`src/rtl/scmd_pkg.sv`:
```
// Shared types, constants and helper functions for the seconds counter display core.
`default_nettype none

package scmd_pkg;

  // Timing and limits
  localparam int unsigned PHASES_PER_SECOND = 40;
  localparam int unsigned NUM_DIGITS        = 5;
  localparam int unsigned PHASE_W           = 6;
  localparam int unsigned SECONDS_W         = 16;
  localparam int unsigned SEG_W             = 8;

  localparam logic [PHASE_W-1:0]   LAST_PHASE        = PHASE_W'(PHASES_PER_SECOND - 1);
  localparam logic [SECONDS_W-1:0] MAX_SECONDS_RESET = SECONDS_W'(43200);
  localparam logic [SECONDS_W-1:0] SECONDS_TOP       = '1;

  typedef logic [PHASE_W-1:0]   phase_t;
  typedef logic [SECONDS_W-1:0] seconds_t;
  typedef logic [SEG_W-1:0]     seg_t;
  typedef logic [3:0]           digit_t;
  // Decimal mirror of the seconds count, element 0 least significant
  typedef digit_t [NUM_DIGITS-1:0] bcd_t;

  // Active-low segment pattern, point bit (bit 7) off
  function automatic seg_t seg_code(input digit_t d);
    seg_t s;
    unique case (d)
      4'd0:    s = 8'hC0;
      4'd1:    s = 8'hF9;
      4'd2:    s = 8'hA4;
      4'd3:    s = 8'hB0;
      4'd4:    s = 8'h99;
      4'd5:    s = 8'h92;
      4'd6:    s = 8'h82;
      4'd7:    s = 8'hF8;
      4'd8:    s = 8'h80;
      4'd9:    s = 8'h98;
      default: s = 8'hFF;
    endcase
    return s;
  endfunction

  // Add one to a decimal count, ripple carry through the digits
  function automatic bcd_t bcd_inc(input bcd_t b);
    bcd_t r;
    logic carry;
    r     = b;
    carry = 1'b1;
    for (int i = 0; i < NUM_DIGITS; i++) begin
      if (carry) begin
        if (b[i] == 4'd9) begin
          r[i] = 4'd0;
        end else begin
          r[i]  = b[i] + 4'd1;
          carry = 1'b0;
        end
      end
    end
    return r;
  endfunction

endpackage

`default_nettype wire

```
`src/rtl/scmd_display.sv`:
```
// Digit selection and segment encoding for the multiplexed display.
`default_nettype none

module scmd_display (
  input  wire scmd_pkg::bcd_t   digits,
  input  wire scmd_pkg::phase_t phase,
  output scmd_pkg::seg_t        segments
);
  import scmd_pkg::*;

  logic [2:0] ndig;
  logic [2:0] pos;
  logic [2:0] idx;
  digit_t     sel;

  // Number of significant digits, at least one
  always_comb begin
    priority if (digits[4] != 4'd0) begin
      ndig = 3'd5;
    end else if (digits[3] != 4'd0) begin
      ndig = 3'd4;
    end else if (digits[2] != 4'd0) begin
      ndig = 3'd3;
    end else if (digits[1] != 4'd0) begin
      ndig = 3'd2;
    end else begin
      ndig = 3'd1;
    end
  end

  // Phase windows; position 1 is the most significant digit
  always_comb begin
    unique case (ndig)
      3'd1: pos = 3'd1;
      3'd2: pos = (phase <= 6'd19) ? 3'd1 : 3'd2;
      3'd3: pos = (phase <= 6'd8)  ? 3'd1 :
                  (phase <= 6'd24) ? 3'd2 : 3'd3;
      3'd4: pos = (phase <= 6'd10) ? 3'd1 :
                  (phase <= 6'd20) ? 3'd2 :
                  (phase <= 6'd30) ? 3'd3 : 3'd4;
      default: pos = (phase <= 6'd8)  ? 3'd1 :
                     (phase <= 6'd16) ? 3'd2 :
                     (phase <= 6'd24) ? 3'd3 :
                     (phase <= 6'd32) ? 3'd4 : 3'd5;
    endcase
  end

  // Position counted from the least significant end
  assign idx = ndig - pos;

  always_comb begin
    unique case (idx)
      3'd0:    sel = digits[0];
      3'd1:    sel = digits[1];
      3'd2:    sel = digits[2];
      3'd3:    sel = digits[3];
      3'd4:    sel = digits[4];
      default: sel = digits[0];
    endcase
  end

  assign segments = seg_code(sel);

endmodule

`default_nettype wire

```
`src/rtl/seconds_counter_multiplexed_digit_core.sv`:
```
// Seconds counter with one multiplexed active-low 7-segment digit.
// Each accepted item passes the input register and then the output register, which part the channels.
// Throughput: one item per cycle while the output is not stalled.
// The seconds count is kept in binary and as a decimal mirror, so no digit division is needed.
// Reset (rst_n, synchronous, active low): phase and count to zero, limit to 43200, pipe empty.
`default_nettype none

module seconds_counter_multiplexed_digit_core (
  input  wire logic               clk,
  input  wire logic               rst_n,
  input  wire logic               cfg_we,
  input  wire scmd_pkg::seconds_t cfg_wdata,
  input  wire logic               in_valid,
  output logic                    in_stall,
  input  wire logic               in_tick,
  output logic                    out_valid,
  input  wire logic               out_stall,
  output scmd_pkg::seg_t          out_segments,
  output logic                    out_segments_valid
);
  import scmd_pkg::*;

  // Limit register
  seconds_t max_r;

  // Input stage
  logic s1_valid_r;
  logic s1_tick_r;

  // Counter state
  phase_t   phase_r, phase_nxt;
  seconds_t sec_r,   sec_nxt;
  bcd_t     bcd_r,   bcd_nxt;

  // Output stage
  logic out_valid_r;
  seg_t seg_r;
  logic segv_r;

  logic out_move;
  logic s1_move;
  logic in_accept;
  logic wrap;
  logic inc;
  logic show;
  seg_t seg_code_w;

  // Handshake
  assign out_move  = !out_valid_r || !out_stall;
  assign s1_move   = s1_valid_r && out_move;
  assign in_stall  = s1_valid_r && !out_move;
  assign in_accept = in_valid && !in_stall;

  // Next counter state for a tick item
  assign wrap = (phase_r == LAST_PHASE);
  // Count rises on wrap until it sits one past the limit (or at the top)
  assign inc  = wrap && (sec_r <= max_r) && (sec_r != SECONDS_TOP);

  always_comb begin
    phase_nxt = phase_r;
    sec_nxt   = sec_r;
    bcd_nxt   = bcd_r;
    if (s1_tick_r) begin
      phase_nxt = wrap ? '0 : phase_r + PHASE_W'(1);
      if (inc) begin
        sec_nxt = sec_r + SECONDS_W'(1);
        bcd_nxt = bcd_inc(bcd_r);
      end
    end
  end

  // Display only for tick items, and only while the count is within the limit
  assign show = s1_tick_r && (sec_nxt <= max_r);

  scmd_display u_display (
    .digits   (bcd_nxt),
    .phase    (phase_nxt),
    .segments (seg_code_w)
  );

  // Control registers
  always_ff @(posedge clk) begin
    if (!rst_n) begin
      max_r       <= MAX_SECONDS_RESET;
      s1_valid_r  <= 1'b0;
      out_valid_r <= 1'b0;
      phase_r     <= '0;
      sec_r       <= '0;
      bcd_r       <= '0;
    end else begin
      if (cfg_we) begin
        max_r <= cfg_wdata;
      end
      if (in_accept) begin
        s1_valid_r <= 1'b1;
      end else if (s1_move) begin
        s1_valid_r <= 1'b0;
      end
      if (out_move) begin
        out_valid_r <= s1_valid_r;
      end
      if (s1_move) begin
        phase_r <= phase_nxt;
        sec_r   <= sec_nxt;
        bcd_r   <= bcd_nxt;
      end
    end
  end

  // Payload registers
  always_ff @(posedge clk) begin
    if (in_accept) begin
      s1_tick_r <= in_tick;
    end
    if (s1_move) begin
      seg_r  <= show ? seg_code_w : '0;
      segv_r <= show;
    end
  end

  assign out_valid          = out_valid_r;
  assign out_segments       = seg_r;
  assign out_segments_valid = segv_r;

endmodule

`default_nettype wire

```
`config.mk`:
```
export PLATFORM = sky130hd
export DESIGN_NAME = seconds_counter_multiplexed_digit_core
export DESIGN_NICKNAME = d
export VERILOG_FILES = /design/src/rtl/scmd_pkg.sv /design/src/rtl/scmd_display.sv /design/src/rtl/seconds_counter_multiplexed_digit_core.sv
export SDC_FILE = /design/constraint.sdc
export NUM_CORES = 1
export LEC_CHECK = 0
export BUFFER_PORTS_ARGS = -buffer_cell sky130_fd_sc_hd__buf_2
export CORE_AREA = 2 2 115 117
export DETAILED_ROUTE_END_ITERATION = 16
export DIE_AREA = 0 0 117 119
export PLACE_DENSITY_LB_ADDON = 0.15
export SLEW_MARGIN = 30
export SYNTH_ARGS = -nofsm -noshare
export SYNTH_HDL_FRONTEND = slang
export SYNTH_SLANG_ARGS = --single-unit
```
`constraint.sdc`:
```
create_clock -name clk -period 15 [get_ports clk]
set_clock_uncertainty 0.15 [all_clocks]
set_input_delay 0.75 -clock clk [delete_from_list [all_inputs] [get_ports clk]]
set_output_delay 0.75 -clock clk [all_outputs]
set_load 0.02 [all_outputs]
```
==> results.json <==
{
  "grtUsageTotal_pct": 20.7,
  "grt_overflow": 0,
  "whs_path_depth": 2,
  "grt_pass1_vias": 4619,
  "cts-resized-gates": 0,
  "dominantRegCellSynth": "dfxtp_1",
  "ant_nets": 0,
  "fin_crit_sh_pct": 47.6,
  "min_period_ps": 7140,
  "core-area_mm2": 0.0129,
  "synth-async-reset-ratio_pct": 0,
  "ys_seq_area_share_pct": 26.7,
  "die_y_um": 119,
  "reg2reg_from": "sec_r[13]",
  "viasPerCell": 5.65,
  "design_area_mm2": 0.00618,
  "cts_tree": "built",
  "slew_headroom_pct": 42.6,
  "root_buffer": "clkbuf_16",
  "cts_max_level": 3,
  "rsz0062_at_grt": "false",
  "drtIter0Drc": 280,
  "diodes": 0,
  "timing.rr.end": "out_segments[4]",
  "dr.pass1.iters": 5,
  "clk_pin_slew_ps": 60,
  "wl_met2_um": 6170,
  "cp.required_ps": 15040,
  "worstRegToRegCells": 23,
  "grt_max_degree": 61,
  "startpoint_type": "register",
  "power_uw": 455,
  "hpwlAfterDp_um": 10100,
  "cp_max_fo": 17,
  "antenna_found_initial": 0,
  "clockBufferDepth": 2,
  "highest_layer": "met4",
  "synthTopCellsByArea": "dfxtp_1 (21%), ha_1 (8.9%), edfxtp_1 (5.3%)",
  "fmax_mhz": 140,
  "port_buffers": 32,
  "synth_nets": 753,
  "initial_utilization_pct": 43.7,
  "dieArea_mm2": 0.0139,
  "grt_pass1_wl_um": 22800,
  "yosys_warnings": 0,
  "synth.distinct_cells": 77,
  "route.met3.wl_um": 600,
  "min_to": "max_r[14]",
  "vias": 4974,
  "end_kind": "register",
  "yosysMostFrequentCell": "nand2_1",
  "status": "finished clean",
  "cts_hold_buf": 0,
  "cts.sinks": 70,
  "synth_edf_count": 10,
  "wl_met1_um": 6600,
  "finalSetupViolations": 0,
  "hold_viol": 0,
  "drv_slew": 0,
  "route.detailed.drc": 0,
  "io_pins": 33,
  "ys_ff_latch": 70,
  "hp-class": "reg2reg",
  "drt-total-wl_um": 13600,
  "fp-row-count": 42,
  "criticalPathCategory": "reg2reg",
  "numCtsBuffers": 9,
  "clk_latency_ps": 350,
  "crit_arrival_ps": 7180,
  "synth_top_area_share_pct": 21.3,
  "place_area_mm2": 0.00587,
  "synth_cells": 690,
  "cellLeakagePower_nw": 2.38,
  "wl_per_cell_um": 15.5,
  "tns_ps": 0,
  "p_per_area_mw_per_mm2": 73.7,
  "cts_setup_buffers": 0,
  "reg2reg_setup_slack_ps": 7860,
  "final_nets": 762,
  "ir_drop_mv": 0.0489,
  "synth_top_area_cell": "dfxtp_1",
  "syn_area_per_cell_um2": 8.16,
  "drv_cap": 0,
  "synth_area_mm2": 0.00563,
  "place_congestion": 0.886,
  "worstMarginPinSlew_ps": 858,
  "synth_top_cells_by_count": "nand2_1 (66), dfxtp_1 (60), ha_1 (40)",
  "layout-drive-gt1-share_pct": 10.7,
  "area_growth_pct": 9.80,
  "hp-start": "max_r[14]",
  "die_x_um": 117
}
per-layer routing:
metal,up-vias,track usage [%]
li1,2491,-
met1,2363,28.4
met2,106,31.7
met3,14,5.29
met4,0,6.91
met5,-,0
worst max-delay path by stage:
stage	startpoint	end	slack, ps
final	sec_r[13]	out_segments[4]	7860
after CTS	sec_r[13]	out_segments[4]	7940
after floorplan	sec_r[13]	out_segments[4]	8910
after global routing	sec_r[13]	out_segments[4]	7280
after global placement	sec_r[13]	out_segments[4]	8330
after detailed placement	sec_r[13]	out_segments[4]	7970
flip-flops by register name, summed over array words and instances (netlist names):
| register | count |
|---|---|
| phase_r | 6 |
| s1_valid_r | 1 |
| out_valid | 1 |
| max_r | 16 |
| sec_r | 16 |
| out_segments_valid | 1 |
| out_segments | 8 |
| s1_tick_r | 1 |
| bcd_r | 20 |
cell families after synthesis:
| family | Yosys count | share of synthesized area [%] |
|---|---|---|
| AO/OA/AOI/OAI | 163 | 20.8 |
| XOR/XNOR | 44 | 6.85 |
| adder cells (fa/ha/maj) | 42 | 9.43 |
| buffers and inverters | 73 | 5.42 |
| flip-flops | 70 | 26.7 |
| multiplexers | 29 | 5.27 |
| AND/OR/NAND/NOR | 269 | 25.6 |
power by group:
group	total, mW	internal, mW	switching [mW]
sequential	0.198	0.195	0.00306
combinational	0.0367	0.0148	0.0219
clock	0.220	0.137	0.0834
total	0.455	0.347	0.108
through the flow:
step           hold slack (ps)  cells  util (%)  worst slack, ps
6_report                   371    880      48.0             7860
2_1_floorplan              322    690         -             8910
3_5_place_dp               360    864      45.6             7970
5_1_grt                    402    880      48.0             7280
4_1_cts                    375    880      48.0             7940
3_3_place_gp               337    864      45.5             8330
placed cells by master (no fill, tap or decap), types with 4 or more instances in the layout:
cell type	instances
mux2_2	5
nor2b_1	28
buf_4	5
and2_1	20
o211ai_1	8
o31ai_1	6
nand3_1	28
dfxtp_1	60
a21boi_0	21
nand2b_1	11
mux2i_1	24
xor2_1	10
buf_2	31
o21ai_0	30
a31oi_1	6
a21oi_1	28
inv_1	34
nand2_1	66
edfxtp_1	10
or3_1	20
clkbuf_16	11
o221ai_1	4
and3_1	7
o21a_1	5
xnor2_1	34
a21o_1	14
ha_1	40
nor4_1	6
nand4_1	12
nor3_1	13
a211oi_1	12
nor2_1	34
critical path: stages (launching register included):
cell and delay [ps]:
dfxtp_1 380, ha_1 330, nand4_1 220, nor4_2 460, nand3_1 700, a2111oi_2 630
mux2i_1 400, nand2b_1 190, a21oi_1 70, a211oi_1 270, a211oi_1 100, a21oi_1 160
ha_1 180, fa_1 530, nand2_1 290, nor3_1 80, and3_1 190, a211o_1 290
mux2i_1 370, inv_1 120, ha_1 240, or3_1 370, o21a_1 110, a31oi_1 170
area by class of cell:
| class | instances | area (um^2) |
|---|---|---|
| Fill cell | 1258 | 6700 |
| Multi-Input combinational cell | 547 | 3830 |
| Sequential cell | 70 | 1500 |
| Clock buffer | 15 | 300 |
| Tap cell | 176 | 220 |
| Timing Repair Buffer | 36 | 193 |
| Inverter | 35 | 131 |
| Clock inverter | 1 | 7.51 |
No activity file was read; power rests on OpenSTA's default activity.
